`src/hdl/qoi_pixel_encoder_macros.svh`:
```
// Assertion helpers shared by the encoder modules.
// Both expect a clock named clk and an active-low reset named rst_n in scope.
`ifndef QOI_PIXEL_ENCODER_MACROS_SVH
`define QOI_PIXEL_ENCODER_MACROS_SVH

// The condition must hold at every clock edge outside reset.
`define QOIENC_CHECK(lbl, cond, msg) \
  lbl: assert property (@(posedge clk) disable iff (!rst_n) (cond)) \
    else $error(msg);

// When the antecedent holds, the consequent must hold in the next cycle.
`define QOIENC_CHECK_NEXT(lbl, ante, cons, msg) \
  lbl: assert property (@(posedge clk) disable iff (!rst_n) (ante) |=> (cons)) \
    else $error(msg);

`endif

```
`src/hdl/qoienc_pkg.sv`:
```
package qoienc_pkg;

  // Colour index geometry and run limit of the stream format.
  localparam int unsigned INDEX_ENTRIES = 64;
  localparam int unsigned HASH_W        = $clog2(INDEX_ENTRIES);
  localparam int unsigned RUN_W         = 6;
  localparam logic [RUN_W-1:0] MAX_RUN  = 6'd62;

  // Up to six bytes may follow from one pixel: a run flush and a five-byte RGBA op.
  localparam int unsigned CMD_BYTES = 6;
  localparam int unsigned CMD_CNT_W = $clog2(CMD_BYTES + 1);
  localparam int unsigned OP_BYTES  = 5;

  localparam int unsigned QUEUE_DEPTH_DEF = 2;

  // Op codes of the byte stream.
  localparam logic [7:0] OP_INDEX    = 8'h00;
  localparam logic [7:0] OP_DIFF     = 8'h40;
  localparam logic [7:0] OP_LUMA     = 8'h80;
  localparam logic [7:0] OP_RUN      = 8'hc0;
  localparam logic [7:0] OP_RGB      = 8'hfe;
  localparam logic [7:0] OP_RGBA     = 8'hff;
  localparam logic [7:0] OP_RUN_FULL = 8'hfd;

  // Configuration register map.
  localparam int unsigned CFG_ADDR_W = 3;
  localparam int unsigned CFG_DATA_W = 32;
  localparam int unsigned CH_W       = 3;
  localparam logic [0:0] REG_IDX_CHANNEL_COUNT = 1'b0;
  localparam logic [CH_W-1:0] CH_RGB  = 3'd3;
  localparam logic [CH_W-1:0] CH_RGBA = 3'd4;

  typedef struct packed {
    logic [7:0] red;
    logic [7:0] green;
    logic [7:0] blue;
    logic [7:0] alpha;
  } pixel_t;

  localparam pixel_t PIXEL_RESET = '{red: 8'h00, green: 8'h00, blue: 8'h00, alpha: 8'hff};

  // One queue entry: the bytes caused by one pixel, first byte in element zero.
  typedef struct packed {
    logic [CMD_BYTES-1:0][7:0] bytes;
    logic [CMD_CNT_W-1:0]      count;
  } cmd_t;

  // Index hash r*3 + g*5 + b*7 + a*11, modulo the table size.
  function automatic logic [HASH_W-1:0] color_hash(input pixel_t p);
    logic [HASH_W-1:0] hr;
    logic [HASH_W-1:0] hg;
    logic [HASH_W-1:0] hb;
    logic [HASH_W-1:0] ha;
    hr = HASH_W'(p.red * 3);
    hg = HASH_W'(p.green * 5);
    hb = HASH_W'(p.blue * 7);
    ha = HASH_W'(p.alpha * 11);
    return HASH_W'(hr + hg + hb + ha);
  endfunction

endpackage

```
`src/hdl/qoienc_pix_if.sv`:
```
interface qoienc_pix_if;
  logic       valid;
  logic       ready;
  logic [7:0] red;
  logic [7:0] green;
  logic [7:0] blue;
  logic [7:0] alpha;
  logic       last_pixel;

  modport source (output valid, output red, output green, output blue, output alpha,
                  output last_pixel, input ready);
  modport sink (input valid, input red, input green, input blue, input alpha,
                input last_pixel, output ready);
endinterface

```
`src/hdl/qoienc_byte_if.sv`:
```
interface qoienc_byte_if;
  logic       valid;
  logic       ready;
  logic [7:0] code_byte;
  logic       last_of_pixel;

  modport source (output valid, output code_byte, output last_of_pixel, input ready);
  modport sink (input valid, input code_byte, input last_of_pixel, output ready);
endinterface

```
`src/hdl/qoienc_front.sv`:
```
`include "qoi_pixel_encoder_macros.svh"

module qoienc_front (
  input  logic                        clk,
  input  logic                        rst_n,
  input  logic [qoienc_pkg::CH_W-1:0] channel_count,
  qoienc_pix_if.sink                  pix,
  output qoienc_pkg::cmd_t            cmd,
  output logic                        cmd_valid,
  input  logic                        cmd_ready
);
  import qoienc_pkg::*;

  pixel_t            in_px;
  logic [HASH_W-1:0] in_hash;
  logic              take;

  logic              s1_valid_r;
  pixel_t            s1_px_r;
  logic              s1_last_r;
  logic [HASH_W-1:0] s1_hash_r;
  logic              s1_go;

  pixel_t                   idx_mem [INDEX_ENTRIES];
  logic [INDEX_ENTRIES-1:0] ent_vld_r;
  pixel_t                   ent_q_r;
  logic                     ent_ok_r;
  logic                     wr_en;

  pixel_t           prev_r;
  logic [RUN_W-1:0] run_r;
  logic [RUN_W-1:0] run_nxt;
  logic [RUN_W-1:0] run_inc;

  logic eq_prev;
  logic hit;
  logic [7:0] dr, dg, db, dgr, dgb;
  logic [7:0] ddr, ddg, ddb, lg, lrg, lbg;
  logic is_diff;
  logic is_luma;
  logic [OP_BYTES-1:0][7:0] ob;
  logic [CMD_CNT_W-1:0]     op_len;

  // Three-channel mode replaces the incoming alpha before anything sees it.
  always_comb begin
    in_px.red   = pix.red;
    in_px.green = pix.green;
    in_px.blue  = pix.blue;
    in_px.alpha = (channel_count == CH_RGB) ? 8'hff : pix.alpha;
  end

  assign in_hash   = color_hash(in_px);
  assign pix.ready = !s1_valid_r || s1_go;
  assign take      = pix.valid && pix.ready;

  assign cmd_valid = s1_valid_r && (cmd.count != '0);
  assign s1_go     = s1_valid_r && ((cmd.count == '0) || cmd_ready);

  // A new colour (no repeat, no hit) is written when it leaves the stage, at the same edge
  // at which the next pixel's entry is read, so a matching address is bypassed.
  always_ff @(posedge clk) begin
    if (wr_en) begin
      idx_mem[s1_hash_r] <= s1_px_r;
    end
    if (take) begin
      if (wr_en && (s1_hash_r == in_hash)) begin
        ent_q_r <= s1_px_r;
      end else begin
        ent_q_r <= idx_mem[in_hash];
      end
    end
  end

  always_ff @(posedge clk) begin
    if (!rst_n) begin
      ent_vld_r <= '0;
      ent_ok_r  <= 1'b0;
    end else begin
      if (wr_en) begin
        ent_vld_r[s1_hash_r] <= 1'b1;
      end
      if (take) begin
        ent_ok_r <= (wr_en && (s1_hash_r == in_hash)) || ent_vld_r[in_hash];
      end
    end
  end

  always_ff @(posedge clk) begin
    if (take) begin
      s1_px_r   <= in_px;
      s1_last_r <= pix.last_pixel;
      s1_hash_r <= in_hash;
    end
  end

  always_ff @(posedge clk) begin
    if (!rst_n) begin
      s1_valid_r <= 1'b0;
      prev_r     <= PIXEL_RESET;
      run_r      <= '0;
    end else begin
      if (pix.ready) begin
        s1_valid_r <= pix.valid;
      end
      if (s1_go) begin
        prev_r <= s1_px_r;
        run_r  <= run_nxt;
      end
    end
  end

  // Classification of the pixel held in the stage.
  always_comb begin
    eq_prev = (s1_px_r == prev_r);
    hit     = ent_ok_r ? (ent_q_r == s1_px_r) : (s1_px_r == '0);
    wr_en   = s1_go && !eq_prev && !hit;

    dr  = s1_px_r.red - prev_r.red;
    dg  = s1_px_r.green - prev_r.green;
    db  = s1_px_r.blue - prev_r.blue;
    dgr = dr - dg;
    dgb = db - dg;

    // Biasing each difference turns the signed range checks into unsigned ones.
    ddr = dr + 8'd2;
    ddg = dg + 8'd2;
    ddb = db + 8'd2;
    lg  = dg + 8'd32;
    lrg = dgr + 8'd8;
    lbg = dgb + 8'd8;
    is_diff = (ddr < 8'd4) && (ddg < 8'd4) && (ddb < 8'd4);
    is_luma = (lg < 8'd64) && (lrg < 8'd16) && (lbg < 8'd16);

    ob     = '0;
    op_len = '0;
    priority if (hit) begin
      ob[0]  = OP_INDEX | {{(8 - HASH_W){1'b0}}, s1_hash_r};
      op_len = CMD_CNT_W'(1);
    end else if (s1_px_r.alpha != prev_r.alpha) begin
      ob[0]  = OP_RGBA;
      ob[1]  = s1_px_r.red;
      ob[2]  = s1_px_r.green;
      ob[3]  = s1_px_r.blue;
      ob[4]  = s1_px_r.alpha;
      op_len = CMD_CNT_W'(5);
    end else if (is_diff) begin
      ob[0]  = OP_DIFF | {2'b00, ddr[1:0], ddg[1:0], ddb[1:0]};
      op_len = CMD_CNT_W'(1);
    end else if (is_luma) begin
      ob[0]  = OP_LUMA | {2'b00, lg[5:0]};
      ob[1]  = {lrg[3:0], lbg[3:0]};
      op_len = CMD_CNT_W'(2);
    end else begin
      ob[0]  = OP_RGB;
      ob[1]  = s1_px_r.red;
      ob[2]  = s1_px_r.green;
      ob[3]  = s1_px_r.blue;
      op_len = CMD_CNT_W'(4);
    end
  end

  // Assembly of the byte list, with the run flush placed in front of the op.
  always_comb begin
    run_inc = run_r + 1'b1;
    run_nxt = run_r;
    cmd     = '0;
    if (eq_prev) begin
      if (run_inc == MAX_RUN) begin
        cmd.bytes[0] = OP_RUN_FULL;
        cmd.count    = CMD_CNT_W'(1);
        run_nxt      = '0;
      end else if (s1_last_r) begin
        cmd.bytes[0] = OP_RUN | {2'b00, run_r};
        cmd.count    = CMD_CNT_W'(1);
        run_nxt      = '0;
      end else begin
        run_nxt = run_inc;
      end
    end else begin
      run_nxt = '0;
      if (run_r != '0) begin
        cmd.bytes[0]   = OP_RUN | {2'b00, run_r - 1'b1};
        cmd.bytes[5:1] = ob;
        cmd.count      = op_len + 1'b1;
      end else begin
        cmd.bytes[4:0] = ob;
        cmd.count      = op_len;
      end
    end
  end

  `QOIENC_CHECK(a_run_below_max, run_r < MAX_RUN, "run count reached the run limit")
  `QOIENC_CHECK_NEXT(a_stage_holds, s1_valid_r && !s1_go, s1_valid_r && $stable(s1_px_r), "stalled pixel lost or changed")

endmodule

```
`src/hdl/qoienc_queue.sv`:
```
`include "qoi_pixel_encoder_macros.svh"

module qoienc_queue #(
  parameter int unsigned DEPTH = qoienc_pkg::QUEUE_DEPTH_DEF
) (
  input  logic             clk,
  input  logic             rst_n,
  input  qoienc_pkg::cmd_t wr_cmd,
  input  logic             wr_valid,
  output logic             wr_ready,
  output qoienc_pkg::cmd_t rd_cmd,
  output logic             rd_valid,
  input  logic             rd_pop
);
  import qoienc_pkg::*;

  localparam int unsigned PTR_W = (DEPTH > 1) ? $clog2(DEPTH) : 1;
  localparam int unsigned CNT_W = $clog2(DEPTH + 1);

  cmd_t             slot_r [DEPTH];
  logic [PTR_W-1:0] wr_ptr_r;
  logic [PTR_W-1:0] rd_ptr_r;
  logic [CNT_W-1:0] cnt_r;
  logic             push;
  logic             pop;

  function automatic logic [PTR_W-1:0] ptr_step(input logic [PTR_W-1:0] p);
    return (p == PTR_W'(DEPTH - 1)) ? '0 : p + 1'b1;
  endfunction

  assign wr_ready = (cnt_r != CNT_W'(DEPTH));
  assign rd_valid = (cnt_r != '0);
  assign rd_cmd   = slot_r[rd_ptr_r];
  assign push     = wr_valid && wr_ready;
  assign pop      = rd_pop && rd_valid;

  always_ff @(posedge clk) begin
    if (push) begin
      slot_r[wr_ptr_r] <= wr_cmd;
    end
  end

  always_ff @(posedge clk) begin
    if (!rst_n) begin
      wr_ptr_r <= '0;
      rd_ptr_r <= '0;
      cnt_r    <= '0;
    end else begin
      if (push) begin
        wr_ptr_r <= ptr_step(wr_ptr_r);
      end
      if (pop) begin
        rd_ptr_r <= ptr_step(rd_ptr_r);
      end
      if (push && !pop) begin
        cnt_r <= cnt_r + 1'b1;
      end else if (pop && !push) begin
        cnt_r <= cnt_r - 1'b1;
      end
    end
  end

  `QOIENC_CHECK(a_fill_bound, cnt_r <= CNT_W'(DEPTH), "queue fill count beyond its depth")
  `QOIENC_CHECK(a_no_empty_pop, !rd_pop || rd_valid, "entry released from an empty queue")

endmodule

```
`src/hdl/qoienc_back.sv`:
```
`include "qoi_pixel_encoder_macros.svh"

module qoienc_back (
  input  logic             clk,
  input  logic             rst_n,
  input  qoienc_pkg::cmd_t head,
  input  logic             head_valid,
  output logic             head_pop,
  qoienc_byte_if.source    ob
);
  import qoienc_pkg::*;

  logic [CMD_CNT_W-1:0] pos_r;
  logic                 at_end;
  logic                 xfer;

  assign at_end           = (pos_r == CMD_CNT_W'(head.count - 1'b1));
  assign ob.valid         = head_valid;
  assign ob.code_byte     = head.bytes[pos_r];
  assign ob.last_of_pixel = at_end;
  assign xfer             = ob.valid && ob.ready;
  assign head_pop         = xfer && at_end;

  // Walks through the bytes of the head entry, one per transfer.
  always_ff @(posedge clk) begin
    if (!rst_n) begin
      pos_r <= '0;
    end else if (xfer) begin
      pos_r <= at_end ? '0 : pos_r + 1'b1;
    end
  end

  `QOIENC_CHECK(a_pos_in_entry, !head_valid || ((head.count != '0) && (pos_r < head.count)), "byte position outside the head entry")

endmodule

```
`src/hdl/qoi_pixel_encoder.sv`:
```
// Channel   Direction  Handshake      Content
// in_px     sink       valid/ready    red, green, blue, alpha, last_pixel
// out_byte  source     valid/ready    code_byte, last_of_pixel
// cfg (APB) slave      psel/penable   channel_count at byte address 0
//
// A pixel is taken whenever the classifier stage is empty or drains in that cycle. Its
// first byte passes the classifier stage register and the queue before it is offered
// on out_byte. The byte-wide output sets the sustained rate: a pixel yields up to six
// bytes (four for an RGB literal, five for RGBA), and a repeat pixel may yield none.
// rst_n is synchronous and active low; it restores the previous pixel, clears the run
// and marks every colour index entry empty at once. The queue absorbs output stalls.
module qoi_pixel_encoder #(
  parameter int unsigned QUEUE_DEPTH = qoienc_pkg::QUEUE_DEPTH_DEF
) (
  input  logic                              clk,
  input  logic                              rst_n,
  qoienc_pix_if.sink                        in_px,
  qoienc_byte_if.source                     out_byte,
  input  logic                              psel,
  input  logic                              penable,
  input  logic                              pwrite,
  input  logic [qoienc_pkg::CFG_ADDR_W-1:0] paddr,
  input  logic [qoienc_pkg::CFG_DATA_W-1:0] pwdata,
  output logic [qoienc_pkg::CFG_DATA_W-1:0] prdata,
  output logic                              pready
);
  import qoienc_pkg::*;

  logic [CH_W-1:0] ch_r;
  logic            cfg_wr;
  logic [0:0]      reg_idx;

  cmd_t front_cmd;
  logic front_valid;
  logic front_ready;
  cmd_t head_cmd;
  logic head_valid;
  logic head_pop;

  // The register file holds only the channel count. Registers are 32-bit words, so
  // the word index sits above the two byte-offset bits.
  assign reg_idx = paddr[CFG_ADDR_W-1:2];
  assign pready  = 1'b1;
  assign cfg_wr  = psel && penable && pwrite && pready;
  assign prdata  = (reg_idx == REG_IDX_CHANNEL_COUNT) ?
                   {{(CFG_DATA_W - CH_W){1'b0}}, ch_r} : '0;

  always_ff @(posedge clk) begin
    if (!rst_n) begin
      ch_r <= CH_RGBA;
    end else if (cfg_wr && (reg_idx == REG_IDX_CHANNEL_COUNT)) begin
      ch_r <= pwdata[CH_W-1:0];
    end
  end

  // The front end compares each pixel against the previous one and the colour index,
  // updates that state and hands a complete list of bytes to the queue.
  qoienc_front u_front (
    .clk           (clk),
    .rst_n         (rst_n),
    .channel_count (ch_r),
    .pix           (in_px),
    .cmd           (front_cmd),
    .cmd_valid     (front_valid),
    .cmd_ready     (front_ready)
  );

  qoienc_queue #(
    .DEPTH (QUEUE_DEPTH)
  ) u_queue (
    .clk      (clk),
    .rst_n    (rst_n),
    .wr_cmd   (front_cmd),
    .wr_valid (front_valid),
    .wr_ready (front_ready),
    .rd_cmd   (head_cmd),
    .rd_valid (head_valid),
    .rd_pop   (head_pop)
  );

  // The back end serialises each entry, flagging the final byte of the pixel.
  qoienc_back u_back (
    .clk        (clk),
    .rst_n      (rst_n),
    .head       (head_cmd),
    .head_valid (head_valid),
    .head_pop   (head_pop),
    .ob         (out_byte)
  );

endmodule
```
`src/flat_wrapper.sv`:
```
// flat-port wrapper written by rule: the top's interface ports become plain ports
module qoi_pixel_encoder_flat import qoienc_pkg::*;
#(
  parameter int unsigned QUEUE_DEPTH = qoienc_pkg::QUEUE_DEPTH_DEF
)
  (clk, rst_n, psel, penable, pwrite, paddr, pwdata, prdata, pready, in_px_valid, in_px_red, in_px_green, in_px_blue, in_px_alpha, in_px_last_pixel, in_px_ready, out_byte_valid, out_byte_code_byte, out_byte_last_of_pixel, out_byte_ready);
  qoienc_pix_if in_px_i ();
  qoienc_byte_if out_byte_i ();
  input  logic clk;
  input  logic rst_n;
  input  logic psel;
  input  logic penable;
  input  logic pwrite;
  input  logic [qoienc_pkg::CFG_ADDR_W-1:0] paddr;
  input  logic [qoienc_pkg::CFG_DATA_W-1:0] pwdata;
  output logic [qoienc_pkg::CFG_DATA_W-1:0] prdata;
  output logic pready;
  input wire logic [$bits(in_px_i.valid)-1:0] in_px_valid;
  input wire logic [$bits(in_px_i.red)-1:0] in_px_red;
  input wire logic [$bits(in_px_i.green)-1:0] in_px_green;
  input wire logic [$bits(in_px_i.blue)-1:0] in_px_blue;
  input wire logic [$bits(in_px_i.alpha)-1:0] in_px_alpha;
  input wire logic [$bits(in_px_i.last_pixel)-1:0] in_px_last_pixel;
  output wire logic [$bits(in_px_i.ready)-1:0] in_px_ready;
  output wire logic [$bits(out_byte_i.valid)-1:0] out_byte_valid;
  output wire logic [$bits(out_byte_i.code_byte)-1:0] out_byte_code_byte;
  output wire logic [$bits(out_byte_i.last_of_pixel)-1:0] out_byte_last_of_pixel;
  input wire logic [$bits(out_byte_i.ready)-1:0] out_byte_ready;
  assign in_px_i.valid = in_px_valid;
  assign in_px_i.red = in_px_red;
  assign in_px_i.green = in_px_green;
  assign in_px_i.blue = in_px_blue;
  assign in_px_i.alpha = in_px_alpha;
  assign in_px_i.last_pixel = in_px_last_pixel;
  assign in_px_ready = in_px_i.ready;
  assign out_byte_valid = out_byte_i.valid;
  assign out_byte_code_byte = out_byte_i.code_byte;
  assign out_byte_last_of_pixel = out_byte_i.last_of_pixel;
  assign out_byte_i.ready = out_byte_ready;
  qoi_pixel_encoder #(.QUEUE_DEPTH(QUEUE_DEPTH)) u_core (.clk(clk), .rst_n(rst_n), .in_px(in_px_i), .out_byte(out_byte_i), .psel(psel), .penable(penable), .pwrite(pwrite), .paddr(paddr), .pwdata(pwdata), .prdata(prdata), .pready(pready));
endmodule
```
`config.mk`:
```
export PLATFORM = sky130hd
export DESIGN_NAME = qoi_pixel_encoder_flat
export DESIGN_NICKNAME = d
export VERILOG_FILES = /design/src/hdl/qoienc_pkg.sv /design/src/hdl/qoienc_pix_if.sv /design/src/hdl/qoienc_byte_if.sv /design/src/hdl/qoienc_front.sv /design/src/hdl/qoienc_queue.sv /design/src/hdl/qoienc_back.sv /design/src/hdl/qoi_pixel_encoder.sv /design/src/flat_wrapper.sv
export VERILOG_INCLUDE_DIRS = /design/src /design/src/hdl
export SDC_FILE = /design/constraint.sdc
export NUM_CORES = 2
export LEC_CHECK = 0
export BUFFER_PORTS_ARGS = -buffer_cell sky130_fd_sc_hd__buf_2
export CELL_PAD_IN_SITES_DETAIL_PLACEMENT = 0
export CELL_PAD_IN_SITES_GLOBAL_PLACEMENT = 1
export CORE_UTILIZATION = 60
export DETAILED_ROUTE_END_ITERATION = 16
export PLACE_DENSITY = 0.89
export SLEW_MARGIN = 5
export SYNTH_ARGS = -nofsm -noshare
export SYNTH_HDL_FRONTEND = slang
export SYNTH_SLANG_ARGS = --single-unit
```
`constraint.sdc`:
```
create_clock -name clk -period 14.9 [get_ports clk]
set_input_delay 2.98 -clock clk [delete_from_list [all_inputs] [get_ports clk]]
set_output_delay 2.98 -clock clk [all_outputs]
set_load 0.02 [all_outputs]
```
### After elaboration in Yosys (flattened, before gate mapping)

Memories as Yosys holds them, arrays and structs flattened. A register that Yosys moved wholly into a read port is not among the register bits.
Cells that the tools add are included.

| storage, ports and cells | value |
|---|---|
| memories kept | 2 |
| bits in registers | 153 |
| word-level logic and storage cells | 146 |
| memory bits (writable) | 2,150 |
| bits in read-only memories | 0 |
| output and inout bits | 44 |
| bits in latches | 0 |

| cells by class | value |
|---|---|
| divide/modulo/power cells | 0 |
| multiplexer cells | 44 |
| shift-type cells | 0 |
| bitwise operators | 2 |
| eq/ne operators | 8 |
| magnitude comparators | 10 |
| reductions and logical operators | 34 |
| $mul | 4 |
| add/sub/neg operators | 23 |

Memories:

| name | words | width | rd ports | clocked after memory_dff | write ports | RTL line | text |
|---|---|---|---|---|---|---|---|
| u_core.u_front.idx_mem | 64 | 32 | 1 | 1 | 1 | qoienc_front.sv:24 | `pixel_t idx_mem [INDEX_ENTRIES];` |
| u_core.u_queue.slot_r | 2 | 51 | 1 | 1 | 1 | qoienc_queue.sv:20 | `cmd_t slot_r [DEPTH];` |

Operator list:

| operator | number |
|---|---|
| two-way mux 16 bit | 5 |
| equality test 32 bit | 2 |
| two-way mux 32 bit | 2 |
| OR 64 bit | 1 |
| two-way mux 8 bit | 6 |
| two-way mux 43 bit | 1 |
| two-way mux 40 bit | 1 |
| subtractor 8 bit | 5 |
| two-way mux 11 bit | 3 |
| logical NOT 32 bit | 1 |
| adder 8 x 2 -> 8 bit, second input constant | 3 |
| binary-select mux 8 bit (select 3 bit) | 1 |
| < comparator 8 x 3 -> 1 bit, second input constant | 3 |
| two-way mux 24 bit | 1 |
| logical AND 1 bit | 20 |
| adder 6 bit | 3 |
| two-way mux 3 bit | 6 |
| two-way mux 6 bit | 3 |
| adder 8 x 4 -> 8 bit, second input constant | 2 |
| < comparator 8 x 5 -> 1 bit, second input constant | 2 |
| multiplier 8 x 3 -> 6 bit, second input constant | 2 |
| < comparator 6 x 7 -> 1 bit, second input constant | 2 |
| two-way mux 1 bit | 11 |
| adder 8 x 6 -> 8 bit, second input constant | 1 |
| 28 further kinds | 38 |

### Longest topological paths before layout

| depth | value |
|---|---|
| depth in word-level cells | 22 |
| depth in mapped cells | 32 |

### Cells and area by module

From an unflattened synthesis, not the netlist that was laid out.

| second synthesis, totals | value |
|---|---|
| cells, all modules | 4,608 |
| area total of the unflattened synthesis | 94,747.1 um^2 |

By module, submodules not included:

| module | area an instance (um^2) | instances | cells an instance |
|---|---|---|---|
| qoienc_front | 89,794.9 | 1 | 4,306 |
| qoienc_queue | 3,910.0 | 1 | 183 |
| qoienc_back | 650.6 | 1 | 70 |
| qoi_pixel_encoder | 391.6 | 1 | 49 |

### Worst setup path before layout

Ideal clock, no wire load.

| timing | value |
|---|---|
| kind | reg2reg |
| from | register u_core.u_front.s1_px_r[8] (netlist bit) |
| to | memory u_core.u_front.idx_mem[47][0] (netlist bit) (enable) |
| required time | 14,398 ps |
| arrival | 9,504 ps |
| stages on the path, launching flop included | 28 |
| path buffers | 3 |
| path slack | 4,894 ps |
| cell sequence | edfxtp_1 -> inv_1 -> ha_1 -> inv_1 -> fa_1 -> ha_1 -> ha_1 -> fa_1 -> a21o_1 -> a21oi_1 -> o21bai_1 -> a21oi_1 -> xnor3_1 -> o22ai_1 -> and3_1 -> and3_1 -> clkbuf_1 -> buf_2 -> nor2b_1 -> ha_1 -> and2_1 -> nor2_1 -> a31oi_1 -> o311a_4 -> a21o_1 -> clkbuf_1 -> nand2_1 -> nor4_1 |

| on the way | value |
|---|---|
| cells in the longest elaborated chain, start to end | 19 |
| elaborated cells between the ends (all ways) | 28 |

RTL lines:

| element | RTL line | text |
|---|---|---|
| start, declared | qoienc_front.sv:19 | `pixel_t s1_px_r;` |
| start signal, assigned | qoienc_front.sv:90 | `s1_px_r <= in_px;` |
| subtractor 8 bit | qoienc_front.sv:120 | `db = s1_px_r.blue - prev_r.blue;` |
| subtractor 8 bit | qoienc_front.sv:122 | `dgb = db - dg;` |
| adder 8 x 4 -> 8 bit | qoienc_front.sv:130 | `lbg = dgb + 8'd8;` |
| < comparator 8 x 5 -> 1 bit | qoienc_front.sv:132 | `is_luma = (lg < 8'd64) && (lrg < 8'd16) && (lbg < 8'd16);` |
| logical AND 1 bit | qoienc_front.sv:132 |  |
| two-way mux 3 bit | qoienc_front.sv:149 | `end else if (is_luma) begin` |
| two-way mux 3 bit | qoienc_front.sv:146 | `end else if (is_diff) begin` |
| two-way mux 3 bit | qoienc_front.sv:139 | `end else if (s1_px_r.alpha != prev_r.alpha) begin` |
| [3 not listed] | n/a |  |
| two-way mux 11 bit | qoienc_front.sv:167 | `if (eq_prev) begin` |
| logical NOT 3 bit | qoienc_front.sv:57 | `assign s1_go = s1_valid_r && ((cmd.count == '0) \|\| cmd_ready);` |
| logical OR 1 bit | qoienc_front.sv:57 |  |
| logical AND 1 bit | qoienc_front.sv:57 |  |
| logical AND 1 bit | qoienc_front.sv:116 | `wr_en = s1_go && !eq_prev && !hit;` |
| logical AND 1 bit * | qoienc_front.sv:116 |  |
| two-way mux 1 bit * | qoienc_front.sv:62 | `if (wr_en) begin` |
| two-way mux 1 bit (implied by the code) * | qoienc_front.sv:63 | `idx_mem[s1_hash_r] <= s1_px_r;` |
| end, declared | qoienc_front.sv:24 |  |

Every way passes the cells marked *; elsewhere a longest branch is shown, timed or not.

### Worst setup path in the final report

| timing | value |
|---|---|
| from | register u_core.u_front.s1_px_r[24] (netlist bit) |
| to | output port in_px_ready |

| on the way | value |
|---|---|
| cells in the longest elaborated chain, start to end | 17 |
| elaborated cells between the ends (all ways) | 25 |

RTL lines:

| element | RTL line | text |
|---|---|---|
| subtractor 8 bit | qoienc_front.sv:118 | `dr = s1_px_r.red - prev_r.red;` |
| subtractor 8 bit | qoienc_front.sv:121 | `dgr = dr - dg;` |
| adder 8 x 4 -> 8 bit | qoienc_front.sv:129 | `lrg = dgr + 8'd8;` |
| < comparator 8 x 5 -> 1 bit | qoienc_front.sv:132 |  |
| logical AND 1 bit (2 in a row) | qoienc_front.sv:132 |  |
| two-way mux 3 bit | qoienc_front.sv:149 |  |
| two-way mux 3 bit | qoienc_front.sv:146 |  |
| two-way mux 3 bit | qoienc_front.sv:139 |  |
| two-way mux 3 bit | qoienc_front.sv:136 | `priority if (hit) begin` |
| adder 3 x 1 -> 3 bit | qoienc_front.sv:184 | `cmd.count = op_len + 1'b1;` |
| two-way mux 43 bit | qoienc_front.sv:181 | `if (run_r != '0) begin` |
| two-way mux 11 bit * | qoienc_front.sv:167 |  |
| logical NOT 3 bit * | qoienc_front.sv:57 |  |
| logical OR 1 bit * | qoienc_front.sv:57 |  |
| logical AND 1 bit * | qoienc_front.sv:57 |  |
| logical OR 1 bit * | qoienc_front.sv:53 | `assign pix.ready = !s1_valid_r \|\| s1_go;` |
| end, declared | flat_wrapper.sv:24 | `output wire logic [$bits(in_px_i.ready)-1:0] in_px_ready;` |

Marked as above.

==> flow_summary.toml <==
[outcome]
status = "complete, no violations"

[sta]
relSlewSlack_pct = 6.61
holdWs_ns = 0.453
clock_skew_ns = 0.0435
tightestPinTransition_ns = 1.39
setup_slack_ns = 3.84
grt_setup_unrepaired = "false"
max_freq_mhz = 90.4
final-hold-violation-count = 0
setup_viol = 0
report.final.slew_viol_count = 0
min_period_ns = 11.06
finalSetupTns_ns = 0
layout_worst_path_cycle_share_pct = 74.2

[logic_synthesis]
ys_seq_area_share_pct = 72.8
synth-async-reset-ratio_pct = 0
syn_avg_cell_area_sq_um = 20.6
synth_edf_count = 2221
synthesis.area_sq_mm = 0.0948
netlist_instances = 4602
ys.warnings.count = 0
synth-seq-cells = 2336
synth-main-ff-cell = "edfxtp_1"
yosys.cell_types.count = 80

[critical_path]
cp-startpoint = "u_core.u_front.s1_px_r[24]"
rr_worst_depth = 28
slowest_stage = "buf_4"
worstPathArrival_ns = 8.08
cp.depth = 25
crit_end = "in_px_ready"
slowest_delay_ns = 0.67
cp.required_ns = 11.92
worstSetupEndpointType = "output pin"
critPathTopFamily = "adder cells"
path_max_fanout = 69
cp_common_cell = "ha_1"
r2r-start = "u_core.u_front.s1_px_r[24]"
rrSetupSlack_ns = 5.56
path_class = "reg -> out"
critical_path.startpoint_type = "register"
rr_endpoint = "u_core.u_front.idx_mem[11][31]"
crit_buf_inv = 6

[pwr]
ir_worst_vdd_mv = 0.490
p_sw_share_pct = 37.6
combPwrFrac_pct = 43.7
power.density_mw_per_mm2 = 221
p_leak_nw = 33.4
clkPwrFrac_pct = 23.3
seq_power_share_pct = 33.1
p_sw_mw = 8.72
p_int_mw = 14.5

[layout]
layout_commonest_cell = "edfxtp_1"
multi_input_area_sq_mm = 0.0246
layout-drive-gt1-share_pct = 27.3
regArea_sq_mm = 0.0690
final_cells = 7025
fin_nets = 4959
area_growth_pct = 10.9
fillers = 9247
mostFrequentLayoutCells = "edfxtp_1, mux4_2, clkbuf_16"

[clocking]
htree_levels = 4
holdBufCountCts = 0
cts_sinks = 2336
cts-buffers-inserted = 213
cts_tree = "done"
clkTransAtPathRegs_ns = 0.06
cts-root-buf = "clkbuf_16"
postCtsSetupBuffers = 0
clockBufferDepth = 3
ctsResizeCount = 0
insertion_delay_ns = 0.86

[placed_design]
gp_congestion = 0.865
dpl.hpwl_um = 134000
port_buffers = 57
dp_cells = 6625
post-place-ws_ns = 4.74

[routing]
drt_first_pass_iters = 6
avgViaCountPerCell = 7.09
ant_nets = 0
finalWirelength_um = 256000
drc = 0
drt_iter0_drc = 7434
vias = 49800
drt-wirelength-per-cell_um = 36.5

[floorplanning]
start_util_pct = 60.5
fp.dieArea_sq_mm = 0.160
ios = 119
fp.dieW_um = 399
fp.dieH_um = 399
rows = 145
core-area_sq_mm = 0.157

[hold_path]
hold_depth = 2
hold_class = "reg -> reg"

[global_routing]
grt-ovfl-total = 0
grt_pass1_vias = 49800
grt_antenna_before_repair = 11
grt_max_degree = 110
grt_pass1_wl_um = 359000
grt_use_total_pct = 32.5

[run]
max_cap_violations = 0
-- worst min-delay path: stages (launching register included) --
cell and delay (ns):
dfxtp_1 0.32, nand2_1 0.04, o21ai_0 0.05
-- routing by layer --
metal  vias to the layer above  share of wire, %  routed length, um  global-route usage (%)
met2                      4008                48             123000                    51.8
met5                         -             0.014                 35                       0
met4                         6               6.2              16000                    17.3
met3                       788                12              30800                    8.08
met1                     25700                34              86200                    41.6
li1                      19300                 -                  -                       -
-- layout make-up --
cell class | instances | share of cell area, %
Antenna cell | 4 | 0.00953
Clock buffer | 273 | 5.47
Clock inverter | 123 | 1.02
Inverter | 110 | 0.393
Multi-Input combinational cell | 1891 | 23.4
Sequential cell | 2336 | 65.7
Tap cell | 2058 | 2.45
Timing Repair Buffer | 230 | 1.58
-- synthesized netlist by cell type (9+ instances only) --
library cell | number | area, sq um
inv_1 | 108 | 405
nor3_1 | 79 | 395
mux4_2 | 684 | 15400
fa_1 | 28 | 561
nand2b_1 | 22 | 138
nand3b_1 | 10 | 75.1
xor2_1 | 41 | 359
mux2_4 | 25 | 375
buf_4 | 32 | 240
nor2b_1 | 45 | 282
nand2_1 | 120 | 450
dfxtp_1 | 115 | 2300
o22ai_1 | 15 | 93.8
xnor2_1 | 63 | 552
nand3_1 | 63 | 315
and2_1 | 16 | 100
buf_1 | 54 | 203
buf_2 | 17 | 85.1
a21oi_1 | 99 | 495
nor4_1 | 29 | 181
a32o_1 | 38 | 380
edfxtp_1 | 2221 | 66700
nor2_1 | 70 | 263
ha_1 | 74 | 926
clkbuf_1 | 180 | 676
a22o_1 | 25 | 219
mux2_2 | 9 | 101
a211oi_1 | 34 | 255
a21o_1 | 12 | 90.1
mux2i_1 | 59 | 591
nand4_1 | 19 | 119
o21ai_0 | 82 | 410
and3_1 | 9 | 56.3
-- per-stage QoR --
step           instance area, sq um  utilization, %  power [mW]
2_1_floorplan                 94900               -        13.8
3_3_place_gp                  98200            62.7        17.2
3_5_place_dp                  98200            62.7        17.4
4_1_cts                      105000            67.1        23.0
5_1_grt                      105000            67.1        23.7
6_report                     105000            67.1        23.2
-- cells by family (layout without fill, tap and decap cells) --
logic type,Yosys count,in the layout,synth area share [%]
fa+ha+maj,102,102,1.57
flops,2336,2336,72.8
mux,777,777,17.4
simple gates,513,513,2.78
xor+xnor,108,108,1.04
compound gates,361,361,2.61
other cells,2,34,0.00793
buf+inv,403,736,1.80
-- power by group through the flow --
stage | Combinational (mW) | Sequential (mW) | Clock [mW]
floorplan | 6.05 | 7.80 | 0
global placement | 9.46 | 7.79 | 0
CTS | 9.90 | 7.66 | 5.43
detailed placement | 9.63 | 7.80 | 0
finish | 10.1 | 7.67 | 5.40
global route | 10.4 | 7.67 | 5.65
-- state kept, by name, indices dropped and copies added, names as in the netlist, named ones only --
| name | flops |
|---|---|
| u_core.ch_r | 3 |
| u_core.u_back.pos_r | 3 |
| u_core.u_front.ent_ok_r | 1 |
| u_core.u_front.ent_q_r | 32 |
| u_core.u_front.ent_vld_r | 64 |
| u_core.u_front.idx_mem | 2048 |
| u_core.u_front.prev_r | 32 |
| u_core.u_front.run_r | 6 |
| u_core.u_front.s1_hash_r | 6 |
| u_core.u_front.s1_last_r | 1 |
| u_core.u_front.s1_px_r | 32 |
| u_core.u_front.s1_valid_r | 1 |
| u_core.u_queue.cnt_r | 2 |
| u_core.u_queue.rd_ptr_r | 1 |
| u_core.u_queue.slot_r | 102 |
| u_core.u_queue.wr_ptr_r | 1 |
-- how the worst min path moves through the flow --
stage	from	to	slack [ns]
after floorplan	u_core.u_front.ent_vld_r[10]	u_core.u_front.ent_vld_r[10]	0.42
after global placement	u_core.u_front.ent_vld_r[21]	u_core.u_front.ent_vld_r[21]	0.43
after detailed placement	u_core.u_front.ent_vld_r[61]	u_core.u_front.ent_vld_r[61]	0.44
after CTS	u_core.u_front.ent_vld_r[61]	u_core.u_front.ent_vld_r[61]	0.46
after global routing	u_core.u_front.ent_vld_r[4]	u_core.u_front.ent_vld_r[4]	0.48
final	u_core.u_front.ent_vld_r[27]	u_core.u_front.ent_vld_r[27]	0.45
(Power assumes the default switching activity.)
